`src/rtl/ktksl_pkg.sv`:
```
// Shared types and constants of the keyed top-k score list.
`default_nettype none

package ktksl_pkg;

  localparam int KEY_W   = 32;
  localparam int SCORE_W = 32;

  // Operation codes carried in the operation field of an input word.
  localparam logic OP_UPDATE = 1'b0;
  localparam logic OP_CLEAR  = 1'b1;

  typedef struct packed {
    logic               operation;
    logic [2:0]         list_index;
    logic [KEY_W-1:0]   key;
    logic [SCORE_W-1:0] score;
  } in_word_t;

  typedef struct packed {
    logic [2:0]         out_list;
    logic [3:0]         position;
    logic [KEY_W-1:0]   out_key;
    logic [SCORE_W-1:0] out_score;
    logic               entry_valid;
    logic [3:0]         list_count;
    logic               last;
  } out_word_t;

  typedef struct packed {
    logic [KEY_W-1:0]   key;
    logic [SCORE_W-1:0] score;
  } entry_t;

  localparam int ENTRY_W = $bits(entry_t);

  // Control handed from the sequencer to every cell of the chain.
  typedef struct packed {
    logic load;
    logic shift;
  } cell_ctl_t;

  typedef enum logic [2:0] {
    ST_IDLE,
    ST_READ,
    ST_LOAD,
    ST_CALC,
    ST_MERGE,
    ST_WRITE,
    ST_EMPTY
  } state_e;

endpackage

`default_nettype wire

```
`src/rtl/ktksl_cell.sv`:
```
// One cell of the entry chain: holds an entry and passes it towards the head.
`default_nettype none

module ktksl_cell (
  input  wire logic                        clk_i,
  input  wire logic                        rst_ni,
  input  wire ktksl_pkg::cell_ctl_t        ctl_i,
  input  wire ktksl_pkg::entry_t           load_entry_i,
  input  wire logic                        load_valid_i,
  input  wire ktksl_pkg::entry_t           next_entry_i,
  input  wire logic                        next_valid_i,
  input  wire logic [ktksl_pkg::KEY_W-1:0] key_i,
  output      ktksl_pkg::entry_t           entry_o,
  output      logic                        valid_o,
  output      logic                        match_o
);

  ktksl_pkg::entry_t entry_q;
  logic              valid_q;

  always_ff @(posedge clk_i or negedge rst_ni) begin
    if (!rst_ni) begin
      valid_q <= 1'b0;
    end else if (ctl_i.load) begin
      valid_q <= load_valid_i;
    end else if (ctl_i.shift) begin
      valid_q <= next_valid_i;
    end
  end

  always_ff @(posedge clk_i) begin
    if (ctl_i.load) begin
      entry_q <= load_entry_i;
    end else if (ctl_i.shift) begin
      entry_q <= next_entry_i;
    end
  end

  assign entry_o = entry_q;
  assign valid_o = valid_q;
  // The entry carries the key of the word under work.
  assign match_o = valid_q && (entry_q.key == key_i);

endmodule

`default_nettype wire

```
`config.mk`:
```
export PLATFORM = sky130hd
export DESIGN_NAME = ktksl_cell
export DESIGN_NICKNAME = d
export VERILOG_FILES = /design/src/rtl/ktksl_pkg.sv /design/src/rtl/ktksl_cell.sv
export SDC_FILE = /design/constraint.sdc
export NUM_CORES = 1
export LEC_CHECK = 0
export BUFFER_PORTS_ARGS = -buffer_cell sky130_fd_sc_hd__buf_2
export CAP_MARGIN = 20
export CORE_MARGIN = 3
export CORE_UTILIZATION = 40
export DETAILED_ROUTE_END_ITERATION = 7
export PLACE_DENSITY_LB_ADDON = 0.2
export SLEW_MARGIN = 20
export SYNTH_ARGS = -nofsm -noshare
export SYNTH_HDL_FRONTEND = slang
export SYNTH_SLANG_ARGS = --single-unit
```
`constraint.sdc`:
```
create_clock -name clk_i -period 1.66 [get_ports clk_i]
set_input_delay 0.083 -clock clk_i [delete_from_list [all_inputs] [get_ports clk_i]]
set_output_delay 0.083 -clock clk_i [all_outputs]
set_load 0.02 [all_outputs]
```
* Word level (Yosys, flattened, before mapping)
Index checks and enable logic that the tools add are counted.
** Operators by class
- Equality and inequality tests :: 1
- Multiplexer cells :: 4
- Reduce and logical (&&, ||, !) cells :: 2
** Operators by type and width (count)
- $mux W64 :: 2
- $eq A32 B32 Y1 :: 1
- $mux W1 :: 2
- $reduce_bool A2 Y1 :: 1
- $logic_and A1 B1 Y1 :: 1
** Word-level totals
- Flip-flop bits (word level) :: 65
- Output and inout port bits :: 66
- Logic and storage cells :: 10
- Input port bits :: 166

* Depth between registers and ports, before layout
- Word-level depth :: 2
- Depth in mapped cells :: 4

* Worst setup path after synthesis
No wires, ideal clock.
- Path kind :: input to register
- From :: input port ctl_i[1] in the netlist's numbering
- To :: register entry_q (netlist bit entry_o[0]), enable pin
- Cell stages on the path :: 3
- Library setup time :: 394 ps
- Data arrival time :: 1242 ps
- Buffers on the path :: 2
- Data required time :: 1266 ps
- Slack :: 24 ps
- Cells stage by stage :: buf_4 -> buf_4 -> or2_2
** Between the ends
- Word-level cells in the longest chain between the ends :: 1
** RTL lines
- from (decl) :: RTL line ktksl_cell.sv:7 : input wire ktksl_pkg::cell_ctl_t ctl_i,
- $reduce_bool A2 Y1 (no source line)
- to (signal assigned) :: RTL line ktksl_cell.sv:33 : entry_q <= load_entry_i;
- to (signal assigned) :: RTL line ktksl_cell.sv:35 : entry_q <= next_entry_i;
- to (decl) :: RTL line ktksl_cell.sv:18 : ktksl_pkg::entry_t entry_q;
No other way between the ends.
A chain may end at the register's enable or synchronous reset.

* Worst setup path in the final report
- From :: register entry_q (netlist bit entry_o[49])
- To :: output port match_o
** Between the ends
- Word-level cells in the longest chain between the ends :: 2
** RTL lines
- $eq A32 B32 Y1 :: RTL line ktksl_cell.sv:42 : assign match_o = valid_q && (entry_q.key == key_i);
- $logic_and A1 B1 Y1 :: RTL line ktksl_cell.sv:42
- to (decl) :: RTL line ktksl_cell.sv:15 : output logic match_o
No other way between the ends.

==> metrics.txt <==
# TYPE chip_impl_metric gauge
chip_impl_metric{name="synth_largest_type_area_fraction",unit="%"} 62.1
chip_impl_metric{name="peakVddDrop",unit="µV"} 529
chip_impl_metric{name="timing.setup.tns",unit="ps"} -125
chip_impl_metric{name="layout_setup_ws",unit="ps"} -125
chip_impl_metric{name="port-buffer-count",unit=""} 231
chip_impl_metric{name="htree_levels",unit=""} 3
chip_impl_metric{name="yosysWarnings",unit=""} 0
chip_impl_metric{name="synth_enable_flop_cells",unit=""} 64
chip_impl_info{name="yosys.area.top_type",value="sky130_fd_sc_hd__edfxtp_1"} 1
chip_impl_metric{name="netlist_instances",unit=""} 184
chip_impl_metric{name="grt_pass1_vias",unit=""} 2498
chip_impl_info{name="final_cell_mix",value="sky130_fd_sc_hd__buf_2 (230), sky130_fd_sc_hd__mux2_2 (64), sky130_fd_sc_hd__edfxtp_1 (64)"} 1
chip_impl_metric{name="post_synth_instance_area",unit="mm²"} 0.00309
chip_impl_metric{name="global_route.overflow_total",unit=""} 0
chip_impl_metric{name="drcViolationCount",unit=""} 0
chip_impl_metric{name="die_w",unit="µm"} 93.9
chip_impl_metric{name="grt_util_all_layers",unit="%"} 18.4
chip_impl_info{name="critical_path.startpoint_type",value="flop"} 1
chip_impl_metric{name="final_antenna_net_count",unit=""} 0
chip_impl_info{name="critical_path.endpoint_type",value="primary output"} 1
chip_impl_metric{name="finalWorstPathRequiredPeriod",unit="ps"} 1780
chip_impl_metric{name="synth_cell_type_count",unit=""} 16
chip_impl_metric{name="worst_slew_margin_rel",unit="%"} 68.7
chip_impl_info{name="violations",value="setup timing"} 1
chip_impl_metric{name="die-area",unit="mm²"} 0.00882
chip_impl_info{name="cts_root_cell",value="sky130_fd_sc_hd__clkbuf_8"} 1
chip_impl_metric{name="vias",unit=""} 2446
chip_impl_metric{name="initial_antenna_violation_count",unit=""} 0
chip_impl_metric{name="clock_path_buffers",unit=""} 2
chip_impl_metric{name="tightest_slew",unit="ps"} 470
chip_impl_metric{name="setup_buffers_after_cts",unit=""} 0
chip_impl_metric{name="synthesis.area_per_instance",unit="µm²"} 16.8
chip_impl_metric{name="timing.final.setup_violations",unit=""} 1
chip_impl_metric{name="post-dp-hpwl",unit="µm"} 6680
chip_impl_info{name="status",value="complete, but fails checks"} 1
chip_impl_metric{name="die-height",unit="µm"} 93.9
chip_impl_metric{name="count_of_endpoints_failing_hold_in_the_final_timing_report",unit=""} 0
chip_impl_metric{name="final.hold.worst_slack",unit="ps"} 60.7
chip_impl_info{name="synth.top_cells.by_area",value="sky130_fd_sc_hd__edfxtp_1 (62%), sky130_fd_sc_hd__mux2_2 (23%), sky130_fd_sc_hd__xor2_1 (8.8%), sky130_fd_sc_hd__nor4_1 (1.4%), sky130_fd_sc_hd__buf_4 (0.97%)"} 1
chip_impl_metric{name="max_fanout_on_critical_path",unit=""} 2
chip_impl_metric{name="core_region_area",unit="mm²"} 0.00737
chip_impl_info{name="grt_setup_unrepaired",value="yes"} 1
chip_impl_info{name="synth_top_flop_cell",value="sky130_fd_sc_hd__edfxtp_1"} 1
chip_impl_metric{name="layout_worst_path_cycle_share",unit="%"} 108
chip_impl_metric{name="crit_required",unit="ps"} 1580
chip_impl_metric{name="place_congestion",unit=""} 0.775
chip_impl_metric{name="cts_buffers",unit=""} 9
chip_impl_metric{name="drt-initial-drc-count",unit=""} 52
chip_impl_metric{name="layout-drive-gt1-share",unit="%"} 74.0
chip_impl_metric{name="synth-seq-cells",unit=""} 65
chip_impl_metric{name="placementRows",unit=""} 31
chip_impl_metric{name="timing.final.max_slew_violations",unit=""} 0
chip_impl_metric{name="area_delta_synth_final",unit="%"} 49.6
chip_impl_metric{name="cts.reportedPaths.clkPinSlew",unit="ps"} 70
chip_impl_metric{name="diodes",unit=""} 0
chip_impl_metric{name="ys_seq_area_share",unit="%"} 62.9
chip_impl_info{name="cts_tree",value="done"} 1
chip_impl_info{name="mostFrequentLayoutCell",value="sky130_fd_sc_hd__buf_2"} 1
chip_impl_metric{name="first_pass_iters",unit=""} 4
chip_impl_metric{name="routed_wl",unit="µm"} 8260
chip_impl_metric{name="p_per_area",unit="mW/mm²"} 959
chip_impl_metric{name="initial_utilization",unit="%"} 42.0
chip_impl_metric{name="totalPowerFinal",unit="mW"} 4.44
chip_impl_metric{name="cts.sink_count",unit=""} 65
chip_impl_metric{name="via_to_cell_ratio",unit=""} 4.62
chip_impl_metric{name="grt_pass1_wl",unit="µm"} 12300
chip_impl_metric{name="cap_viol_max_count",unit=""} 0
chip_impl_metric{name="wl_per_cell",unit="µm"} 15.6
chip_impl_info{name="worst-setup-path-type",value="flop to primary output"} 1
chip_impl_metric{name="final.setup_skew",unit="ps"} 0
chip_impl_metric{name="max_freq",unit="MHz"} 560
chip_impl_metric{name="nNetsFinal",unit=""} 591
chip_impl_info{name="worst_min_delay_path_class",value="primary input to flop"} 1
chip_impl_metric{name="post_synth_arst_share",unit="%"} 1.54
chip_impl_metric{name="boundaryPins",unit=""} 232
chip_impl_metric{name="clk_latency",unit="ps"} 320
chip_impl_metric{name="worstPathArrival",unit="ps"} 1700
chip_impl_metric{name="p_leak",unit="nW"} 2.11
chip_impl_metric{name="synth_nets",unit=""} 350
chip_impl_metric{name="grt_max_degree",unit=""} 40
-- stage by stage --
stage	setup WS (ps)	instances	cell area, µm²	utilization (%)
2_1_floorplan	24.2	184	3090	-
3_5_place_dp	84.5	511	4370	59.3
4_1_cts	-190	529	4620	62.6
3_3_place_gp	87.4	511	4370	59.3
6_report	-125	529	4630	62.8
5_1_grt	-278	529	4630	62.8
-- where the power goes --
part / total, mW / switching [mW] / leakage [nW] / internal [mW]
combinational: 0.953 / 0.519 / 1.35 / 0.433
sequential: 2.09 / 0.0789 / 0.664 / 2.02
clock: 1.39 / 0.545 / 0.102 / 0.847
total: 4.44 / 1.14 / 2.11 / 3.30
-- timing repair --
item                                    4_1_cts  5_1_grt
pin swaps                                     5        2
resized for setup                             4        2
hold buffers                                  2        0
endpoints found under the setup margin        1        1
endpoints found under the hold margin         2        0
-- layout make-up --
cell class	count	area (µm²)
Tap cell	99	124
Fill cell	604	2740
Clock inverter	3	65.1
Sequential cell	65	1950
Timing Repair Buffer	237	1220
Multi-Input combinational cell	112	1130
Clock buffer	13	139
-- cells in the mapped netlist (2+ instances only) --
cell                       count
sky130_fd_sc_hd__edfxtp_1     64
sky130_fd_sc_hd__xor2_1       31
sky130_fd_sc_hd__nand3_1       2
sky130_fd_sc_hd__mux2_2       64
sky130_fd_sc_hd__nor4_1        7
sky130_fd_sc_hd__buf_4         4
sky130_fd_sc_hd__buf_2         3
-- worst max-delay path, stage by stage, from the launching register on --
cell                       delay [ps]
sky130_fd_sc_hd__edfxtp_1         410
sky130_fd_sc_hd__xor2_1           160
sky130_fd_sc_hd__nor4_1           310
sky130_fd_sc_hd__nand4_1          150
sky130_fd_sc_hd__nor3_2           180
sky130_fd_sc_hd__buf_4            170
-- flip-flops by register name (all words and copies together) (netlist names) --
register,cells
entry_o,64
valid_o,1
-- cell families after synthesis --
kind of cell,share of synthesized area [%]
buffers and inverters,1.46
flip-flops,62.9
XOR/XNOR,9.06
AO/OA/AOI/OAI,0.162
multiplexers,23.6
AND/OR/NAND/NOR,2.75
-- final timing paths --
| check | cells after the start | end | slack [ps] | from |
|---|---|---|---|---|
| hold reg to reg | 2 | valid_o | 620 | valid_o |
| min in group asynchronous | 2 | valid_o | 90 | rst_ni |
| setup reg to reg | 2 | valid_o | 930 | valid_o |
| hold / removal | 2 | entry_o[33] | 60 | next_entry_i[33] |
| setup / recovery | 5 | match_o | -120 | entry_o[49] |
| max in group asynchronous | 2 | valid_o | 1490 | rst_ni |
-- routing by layer --
metal	track usage, %	vias to the layer above	share of wire (%)
met4	6.50	0	0.90
met2	33.8	148	52
met3	6.57	5	11
met5	0	-	0
met1	19.2	1111	36
li1	-	1182	-
(Power assumes the default switching activity.)
