[src/rtl/ktksl_ram.sv]
// Generic single-write, single-read RAM with registered read data.
`default_nettype none

module ktksl_ram #(
  parameter int WIDTH = 8,
  parameter int DEPTH = 8,
  localparam int AW = (DEPTH > 1) ? $clog2(DEPTH) : 1
) (
  input  wire logic             clk_i,
  input  wire logic             we_i,
  input  wire logic [AW-1:0]    waddr_i,
  input  wire logic [WIDTH-1:0] wdata_i,
  input  wire logic             re_i,
  input  wire logic [AW-1:0]    raddr_i,
  output      logic [WIDTH-1:0] rdata_o
);

  logic [WIDTH-1:0] mem_q [DEPTH];
  logic [WIDTH-1:0] rdata_q;

  always_ff @(posedge clk_i) begin
    if (we_i) begin
      mem_q[waddr_i] <= wdata_i;
    end
    if (re_i) begin
      rdata_q <= mem_q[raddr_i];
    end
  end

  assign rdata_o = rdata_q;

endmodule

`default_nettype wire

[config.mk]
export PLATFORM = sky130hd
export DESIGN_NAME = ktksl_ram
export DESIGN_NICKNAME = d
export VERILOG_FILES = /design/src/rtl/ktksl_ram.sv
export SDC_FILE = /design/constraint.sdc
export NUM_CORES = 1
export LEC_CHECK = 0
export BUFFER_PORTS_ARGS = -buffer_cell sky130_fd_sc_hd__buf_2
export CAP_MARGIN = 0
export CORE_AREA = 2 2 71 99
export CTS_BUF_LIST = sky130_fd_sc_hd__clkbuf_2 sky130_fd_sc_hd__clkbuf_4 sky130_fd_sc_hd__clkbuf_8
export DETAILED_ROUTE_END_ITERATION = 6
export DIE_AREA = 0 0 73 101
export MAX_ROUTING_LAYER = met4
export PLACE_DENSITY = 0.63
export SLEW_MARGIN = 20
export SYNTH_ARGS = -nofsm -noshare
export SYNTH_HDL_FRONTEND = slang
export SYNTH_SLANG_ARGS = --single-unit
[constraint.sdc]
create_clock -name clk_i -period 2.15 [get_ports clk_i]
set_input_delay 0.43 -clock clk_i [delete_from_list [all_inputs] [get_ports clk_i]]
set_output_delay 0.43 -clock clk_i [all_outputs]
set_load 0.005 [all_outputs]
---- Word-level counts from Yosys, hierarchy flattened ----
Memory sizes are Yosys's and may differ from the RTL's. A register that Yosys moved wholly into a read port is not among the register bits.
Cells that the tools add are included.
word-level totals
  logic and storage cells ................. 3
  input port bits ......................... 17
  memories kept ........................... 1
  memory bits (writable) .................. 64
  flip-flop bits (word level) ............. 0
  output and inout port bits .............. 8
cells by class
  multiplexer cells ....................... 2
memory list
  memory  words  width  rd ports  clocked after memory_dff  write ports  line  source
  mem_q   8      8      1         1                         1            18    logic [WIDTH-1:0] mem_q [DEPTH];
operator list
  kind               count
  two-way mux 1 bit  2

---- Depth between registers and ports, before layout ----
Gate-level depths: netlist of the first run.
  depth in word-level cells ............... 2
  gate-level depth with buffers ........... 4
  depth with buffers taken out ............ 2

---- Worst setup path before layout of the first run ----
OpenSTA, ideal clock, no wires.
  kind .................................... input to register
  start ................................... input port raddr_i[0]
  end ..................................... register rdata_q[1], in the netlist rdata_o[1] (read register of mem_q) (data pin)
  data required time ...................... 1,890 ps
  path slack .............................. 437 ps
  library setup time ...................... 260 ps
  path buffers ............................ 2
  data arrival time ....................... 1,453 ps
  stages on the path ...................... 4
  cell sequence ........................... buf_6 -> buf_12 -> mux4_1 -> mux2_2
RTL lines
  item                line  source
  start: declaration  14    input wire logic [AW-1:0] raddr_i,
  end: declaration    19    logic [WIDTH-1:0] rdata_q;

==> results of run 1 <==
-- through the flow --
stage	total power [mW]	hold slack, ns
after CTS	2.916	0.3319
final	2.892	0.3510
after global placement	1.788	0.6800
after global routing	2.988	0.3476
after detailed placement	1.798	0.6929
after floorplan	1.728	0.5289
-- final cells by class --
cell class	instances	area share (%)
clock inverters	7	2.973
clock buffers	9	3.822
multi-input cells	37	17.45
repair buffers	33	6.178
well taps	74	2.857
flip-flops and latches	72	66.72
-- synthesized netlist by cell type (all sizes together) --
library cell / instances / area, µm²
nor2: 6 / 22.52
mux2: 8 / 90.09
edfxtp: 72 / 2162
buf: 4 / 40.03
nand2: 2 / 7.510
clkbuf: 1 / 3.750
mux4: 16 / 416.7
nand2b: 3 / 18.77
nor3: 2 / 10.01
-- worst paths after layout --
kind               start     endpoint  slack [ns]
max           raddr_i[0]   rdata_o[1]        0.70
min           wdata_i[4]  mem_q[0][4]        0.35
max reg2reg  mem_q[1][1]   rdata_o[1]        0.75
min reg2reg  mem_q[5][0]   rdata_o[0]        0.75
-- power by group through the flow --
stage	logic, mW	clock network (mW)	registers (mW)
floorplan	0.0848	0	1.64
global placement	0.147	0	1.64
detailed placement	0.153	0	1.64
CTS	0.154	1.15	1.61
global route	0.166	1.21	1.62
finish	0.151	1.13	1.61
-- logic make-up after synthesis --
| kind of cell | share of synthesized area [%] |
|---|---|
| buffers and inverters | 1.580 |
| DFF | 78.01 |
| and+or+nand+nor | 2.122 |
| muxes | 18.28 |
-- critical path, cell delays in order --
cell	delay, ns
buf_2	0.10
buf_12	0.16
mux4_1	0.57
mux2_2	0.28
-- flip-flops by register name, summed over array words and instances, names as in the netlist --
signal	count
mem_q	64
rdata_o	8
-- per-layer routing --
metal | routed length, µm | track usage, %
met5 | 0 | -
met4 | 101 | 7.692
met3 | 183 | 4.100
met2 | 2411 | 23.28
met1 | 1857 | 16.08
==> flow_summary_export.csv, run 1 <==
group,metric,value,unit
timing,fmax,0.6897,GHz
placement,dp_slack,0.3445,ns
global_routing,track_usage,14.46,%
finish,post-route-util,49.66,%
drt,ant_nets,0,
placement,dpl_cell_area,3020,µm²
timing,finalClockSkew,0.005785,ns
synthesis,syn_area,2771,µm²
floorplan,core_area,6525,µm²
min_path,min_path_cells,1,
power_and_ir_drop,vdd_drop_max,0.3594,mV
drt,drc,0,
timing,slew-limit-headroom,75.73,%
power_and_ir_drop,p_seq_share,55.8,%
worst_setup_path,cp-end-kind,"flop",
placement,place_inst,216,
synthesis,synthCells,114,
finish,final_cell_area,3241,µm²
global_routing,grt_pass1_vias,1221,
timing,finalHoldViolations,0,
floorplan,die_y,101,µm
power_and_ir_drop,pwr-share-clk,39.0,%
flow_run,max_cap_viol_count,0,
clocking,clock_sinks,72,
worst_setup_path,required,2.24,ns
power_and_ir_drop,leakage,1.125,nW
power_and_ir_drop,p_sw_share,19.42,%
power_and_ir_drop,pwr-share-comb,5.2,%
drt,routed_wl,4.554,mm
drt,drt_iter0_markers,122,
finish,syn2layout_area_growth,16.93,%
finish,n_antenna_cell,0,
finish,drive_above_1_share,36.71,%
timing,rsz0062_at_grt,"no",
clocking,cts_hold_buf,0,
synthesis,synth_seq_cells,72,
clocking,clk_pin_slew,0.08,ns
global_routing,grt_pass1_wl,6.844,mm
finish,seqCellArea,2162,µm²
finish,fin_cells,232,
floorplan,die_x,73,µm
drt,wl_per_cell,19.63,µm
finish,n_fill_cell,496,
worst_setup_path,r2r_cells,2,
synthesis,synth_area_per_cell,24.31,µm²
clocking,clk_path_buf_depth,2,
clocking,cts_tree,"built",
floorplan,dieArea,7373,µm²
global_routing,antenna_found_initial,0,
floorplan,ioPinCount,25,
timing,fin_crit_sh,67.44,%
timing,maxSlewViolCount,0,
timing,setup_viol,0,
worst_setup_path,path_class,"in -> reg",
clocking,cts_root_buf,"clkbuf_8",
synthesis,synth_nets,131,
power_and_ir_drop,power_density,892.4,nW/µm²
placement,portBuffers,24,
power_and_ir_drop,p_switching,0.5616,mW
clocking,cts_setup_buffers,0,
synthesis,yosysSeqAreaShare,78.01,%
drt,dr.pass1.iters,4,
finish,final_cell_mix,"edfxtp_1, buf_2, mux4_1",
placement,place.gp.congestion,0.6764,
global_routing,grt_overflow,0,
worst_setup_path,arrival,1.54,ns
floorplan,fp-row-count,35,
min_path,min_path_type,"in -> reg",
drt,vias_per_cell,5.207,
worst_setup_path,startpoint_type,"input pin",
synthesis,synth.distinct_cells,13,
timing,worst_slack,0.7001,ns
clocking,htree_levels,3,
worst_setup_path,critPathMaxFanout,16,
timing,period_needed,1.450,ns
timing,fin_setup_tns,0,ns
clocking,worstSkewPairLatency,0.34,ns
floorplan,initial_utilization,42.47,%
clocking,numCtsBuffers,9,
finish,multi_input_area,565.5,µm²
clocking,cts_resized,0,
timing,worst_pin_slew,0.3640,ns
placement,dpl.hpwl,2.904,mm
finish,final_common_cell,"edfxtp_1",
drt,num_vias,1208,
power_and_ir_drop,internal-power,2.330,mW
global_routing,grt_max_degree,17,
finish,final_nets,170,
outcome,outcome,"completed",
synthesis,yosys_warnings,0,
Note: power is estimated with default switching activity, not from simulation.
==> run 2: changes to the inputs <==
==> constraint.sdc (replaced) <==
create_clock -name clk_i -period 1.46 [get_ports clk_i]
set_input_delay 0.292 -clock clk_i [delete_from_list [all_inputs] [get_ports clk_i]]
set_output_delay 0.292 -clock clk_i [all_outputs]
set_load 0.005 [all_outputs]
==> run 2 against run 1 <==
Wire length decreased by 4.5%. Via count shrank 1.4%. Die area unchanged. Total power up 48%. Highest routed layer unchanged. Hold slack got worse by 0.13 ns. Worst setup slack got worse by 0.61 ns. Count of clock-buffer cells in the layout is 2 higher. Global-route usage is 0.23 points lower. Non-clock buffer count grew 1. Sequential cell count unchanged.
==> flow_summary_export.csv, run 2 (synthesis gave the netlist of run 1 again) <==
group,metric,value,unit
clocking,clk_pin_slew,0.07,ns
placement,dp_slack,-0.2188,ns
flow_run,max_cap_viol_count,0,
worst_setup_path,cp-end-kind,"flop",
global_routing,antenna_found_initial,0,
global_routing,grt_pass1_vias,1306,
drt,num_vias,1191,
power_and_ir_drop,pwr-share-comb,5.4,%
power_and_ir_drop,internal-power,3.480,mW
drt,vias_per_cell,5.112,
timing,finalHoldViolations,0,
placement,dpl_cell_area,3007,µm²
timing,maxSlewViolCount,0,
clocking,cts_resized,0,
global_routing,grt_overflow,0,
floorplan,core_area,6525,µm²
placement,place_inst,217,
floorplan,dieArea,7373,µm²
power_and_ir_drop,pwr-share-clk,39.0,%
finish,final_nets,171,
clocking,cts_root_buf,"clkbuf_8",
worst_setup_path,r2r_cells,2,
clocking,clk_path_buf_depth,2,
drt,drt_iter0_markers,99,
min_path,min_path_cells,1,
worst_setup_path,arrival,1.46,ns
placement,place.gp.congestion,0.7265,
placement,portBuffers,24,
timing,fmax,0.7283,GHz
finish,final_cell_area,3227,µm²
power_and_ir_drop,p_sw_share,18.51,%
timing,rsz0062_at_grt,"no",
power_and_ir_drop,p_seq_share,55.6,%
drt,dr.pass1.iters,4,
floorplan,die_y,101,µm
finish,fin_cells,233,
worst_setup_path,startpoint_type,"flop",
global_routing,grt_max_degree,17,
finish,top_register,"mem_q",
timing,worst_pin_slew,0.2201,ns
clocking,cts_tree,"built",
drt,wl_per_cell,18.66,µm
worst_setup_path,path_class,"reg -> reg",
finish,final_common_cell,"edfxtp_1",
worst_setup_path,required,1.55,ns
finish,n_antenna_cell,0,
clocking,numCtsBuffers,9,
timing,slew-limit-headroom,85.33,%
floorplan,die_x,73,µm
power_and_ir_drop,leakage,1.106,nW
outcome,outcome,"completed",
timing,period_needed,1.373,ns
drt,ant_nets,0,
global_routing,grt_pass1_wl,6.872,mm
clocking,cts_setup_buffers,0,
timing,setup_viol,0,
timing,fin_crit_sh,94.05,%
clocking,htree_levels,3,
finish,drive_above_1_share,42.77,%
floorplan,ioPinCount,25,
timing,finalClockSkew,0.006809,ns
timing,worst_slack,0.08685,ns
floorplan,initial_utilization,42.47,%
finish,final_cell_mix,"edfxtp_1, buf_2, mux4_2",
worst_setup_path,critPathMaxFanout,1,
clocking,clock_sinks,72,
finish,syn2layout_area_growth,16.43,%
placement,dpl.hpwl,2.929,mm
min_path,min_path_type,"in -> reg",
power_and_ir_drop,vdd_drop_max,0.5102,mV
drt,drc,0,
finish,largest_reg_flops,64,
drt,routed_wl,4.347,mm
global_routing,track_usage,14.23,%
power_and_ir_drop,p_switching,0.7904,mW
clocking,cts_hold_buf,0,
power_and_ir_drop,power_density,1324,nW/µm²
floorplan,fp-row-count,35,
timing,hold_slack,0.2211,ns
clocking,worstSkewPairLatency,0.33,ns
run 2: cell count changes in the layout (fill, tap and decap cells not counted):
cell        delta
mux4_1         -9
mux4_2         +9
clkbuf_4       +2
clkinvlp_4     -2
buf_12         +1
run 2: per-layer routing:
metal  track usage (%)  vias to the layer above  part of all wire (%)
li1                  -                      562                     -
met1             14.27                      593                    37
met2             24.19                       27                    56
met3             5.000                        9                   4.4
met4             6.838                        0                   2.0
met5                 -                        -                     0
run 2: cell type report:
| type | instances | area, µm² |
|---|---|---|
| Timing Repair Buffer | 34 | 220.2 |
| Multi-Input combinational cell | 37 | 531.8 |
| Fill cell | 494 | 3298 |
| Clock inverter | 5 | 81.33 |
| Sequential cell | 72 | 2162 |
| Tap cell | 74 | 92.59 |
| Clock buffer | 11 | 138.9 |
run 2: power by group through the flow:
stage                     clock [mW]  sequential, mW  combinational, mW
final                           1.66            2.38              0.232
after global routing            1.78            2.38              0.256
after CTS                       1.70            2.38              0.238
after detailed placement           0            2.42              0.237
after global placement             0            2.42              0.229
after floorplan                    0            2.42              0.134
run 2: worst max-delay path, stage by stage (launching register included):
cell and delay (ns):
edfxtp_1 0.37, mux4_1 0.49, mux2_2 0.27
run 2: path summary, 6_finish.rpt:
kind | startpoint | slack (ns) | end
hold reg to reg | mem_q[5][7] | 0.75 | rdata_o[7]
hold / removal | wdata_i[6] | 0.22 | mem_q[0][6]
setup / recovery | mem_q[4][1] | 0.09 | rdata_o[1]
setup reg to reg | mem_q[4][1] | 0.09 | rdata_o[1]
run 2: per-stage QoR:
| stage | TNS (ns) | util (%) | power (mW) |
|---|---|---|---|
| after floorplan | -0.4656 | - | 2.554 |
| after detailed placement | -1.588 | 46.08 | 2.659 |
| after global routing | 0 | 49.45 | 4.422 |
| after CTS | 0 | 49.45 | 4.312 |
| after global placement | -1.441 | 46.08 | 2.648 |
| final | 0 | 49.45 | 4.271 |
==> run 3: changes to the inputs <==
--- a/config.mk
+++ b/config.mk
@@ -13,6 +13,7 @@
 export DIE_AREA = 0 0 73 101
 export MAX_ROUTING_LAYER = met4
 export PLACE_DENSITY = 0.63
+export RECOVER_POWER = 25
 export SLEW_MARGIN = 20
 export SYNTH_ARGS = -nofsm -noshare
 export SYNTH_HDL_FRONTEND = slang
==> run 3 against run 2 <==
Sequential cell count unchanged. Die area unchanged. Worst setup slack better by 0.0011 ns. Critical path type unchanged. Combinational power about the same.
==> flow_summary_export.csv, run 3 (synthesis gave the netlist of run 1 again) <==
group,metric,value,unit
outcome,outcome,"completed",
power_and_ir_drop,power_density,1326,nW/µm²
timing,fin_crit_sh,93.97,%
drt,ant_nets,0,
floorplan,dieArea,7373,µm²
timing,fin_setup_tns,0,ns
placement,place_inst,217,
placement,dp_slack,-0.2188,ns
timing,worst_pin_slew,0.2891,ns
drt,drt_iter0_markers,89,
power_and_ir_drop,p_seq_share,55.6,%
worst_setup_path,cp-end-kind,"flop",
clocking,htree_levels,3,
finish,largest_reg_flops,64,
worst_setup_path,r2r_setup_slack,0.09,ns
finish,final_cell_area,3221,µm²
timing,period_needed,1.372,ns
power_and_ir_drop,pwr-share-comb,5.4,%
drt,vias_per_cell,5.124,
timing,maxSlewViolCount,0,
clocking,clk_pin_slew,0.07,ns
clocking,cts_hold_buf,0,
power_and_ir_drop,internal-power,3.479,mW
worst_setup_path,critPathMaxFanout,1,
timing,rsz0062_at_grt,"no",
floorplan,core_area,6525,µm²
finish,syn2layout_area_growth,16.21,%
finish,seqCellArea,2162,µm²
placement,dpl.hpwl,2.929,mm
drt,drc,0,
finish,drive_above_1_share,39.62,%
clocking,cts_resized,0,
worst_setup_path,startpoint_type,"flop",
power_and_ir_drop,vdd_drop_max,0.5102,mV
floorplan,die_x,73,µm
finish,final_cell_mix,"edfxtp_1, buf_2, mux4_2",
drt,wl_per_cell,18.70,µm
finish,post-route-util,49.36,%
power_and_ir_drop,leakage,1.092,nW
floorplan,initial_utilization,42.47,%
floorplan,fp-row-count,35,
timing,worst_slack,0.08798,ns
drt,routed_wl,4.358,mm
power_and_ir_drop,p_total,4.271,mW
finish,n_fill_cell,498,
worst_setup_path,required,1.54,ns
placement,portBuffers,24,
global_routing,antenna_found_initial,0,
global_routing,track_usage,14.23,%
power_and_ir_drop,p_switching,0.7925,mW
timing,slew-limit-headroom,80.73,%
timing,setup_viol,0,
finish,fin_cells,233,
power_and_ir_drop,pwr-share-clk,39.0,%
clocking,cts_setup_buffers,0,
worst_setup_path,path_class,"reg -> reg",
global_routing,grt_max_degree,17,
flow_run,max_cap_viol_count,0,
finish,multi_input_area,531.8,µm²
clocking,worstSkewPairLatency,0.33,ns
clocking,clk_path_buf_depth,2,
timing,hold_slack,0.2219,ns
placement,dpl_cell_area,3007,µm²
drt,num_vias,1194,
finish,n_antenna_cell,0,
timing,finalHoldViolations,0,
drt,dr.pass1.iters,4,
clocking,numCtsBuffers,9,
clocking,cts_tree,"built",
placement,place.gp.congestion,0.7265,
min_path,min_path_type,"in -> reg",
floorplan,die_y,101,µm
clocking,cts_root_buf,"clkbuf_8",
worst_setup_path,arrival,1.45,ns
clocking,clock_sinks,72,
floorplan,ioPinCount,25,
timing,finalClockSkew,0.006693,ns
power_and_ir_drop,p_sw_share,18.56,%
timing,fmax,0.7289,GHz
finish,top_register,"mem_q",
global_routing,grt_pass1_vias,1306,
finish,final_common_cell,"edfxtp_1",
global_routing,grt_pass1_wl,6.872,mm
global_routing,grt_overflow,0,
finish,final_nets,171,
==> run 3: changes by cell type in the layout (fill, tap and decap cells not counted) <==
| cell | delta |
|---|---|
| buf_2 | -5 |
| clkbuf_1 | +5 |
==> run 3: final timing paths <==
path | startpoint | to | cells past startpoint
worst max-delay path | mem_q[4][2] | rdata_o[2] | 2
worst min-delay path | wdata_i[6] | mem_q[0][6] | 1
worst max register to register | mem_q[4][2] | rdata_o[2] | 2
worst min register to register | mem_q[0][7] | rdata_o[7] | 2
==> run 3: area by class of cell <==
cell class | count | share of cell area [%]
Clock buffer | 11 | 4.312
Multi-Input combinational cell | 37 | 16.51
Sequential cell | 72 | 67.13
Tap cell | 74 | 2.875
Timing Repair Buffer | 34 | 6.643
Clock inverter | 5 | 2.525
==> run 3: worst max-delay path, stage by stage (launching register included) <==
cell      delay, ns
edfxtp_1       0.36
mux4_1         0.48
mux2_2         0.28
==> run 3: power groups by stage <==
stage                     combinational [mW]  sequential [mW]  clock [mW]
after CTS                              0.238             2.38        1.70
after floorplan                        0.134             2.42           0
final                                  0.230             2.38        1.67
after global routing                   0.254             2.38        1.78
after detailed placement               0.237             2.42           0
after global placement                 0.229             2.42           0
==> run 3: routing by layer <==
metal | global-route usage, % | wire [µm] | vias to the layer above
li1 | - | - | 561
met1 | 14.27 | 1634 | 596
met2 | 24.19 | 2439 | 28
met3 | 5.000 | 194 | 9
met4 | 6.838 | 89 | 0
met5 | - | 0 | -
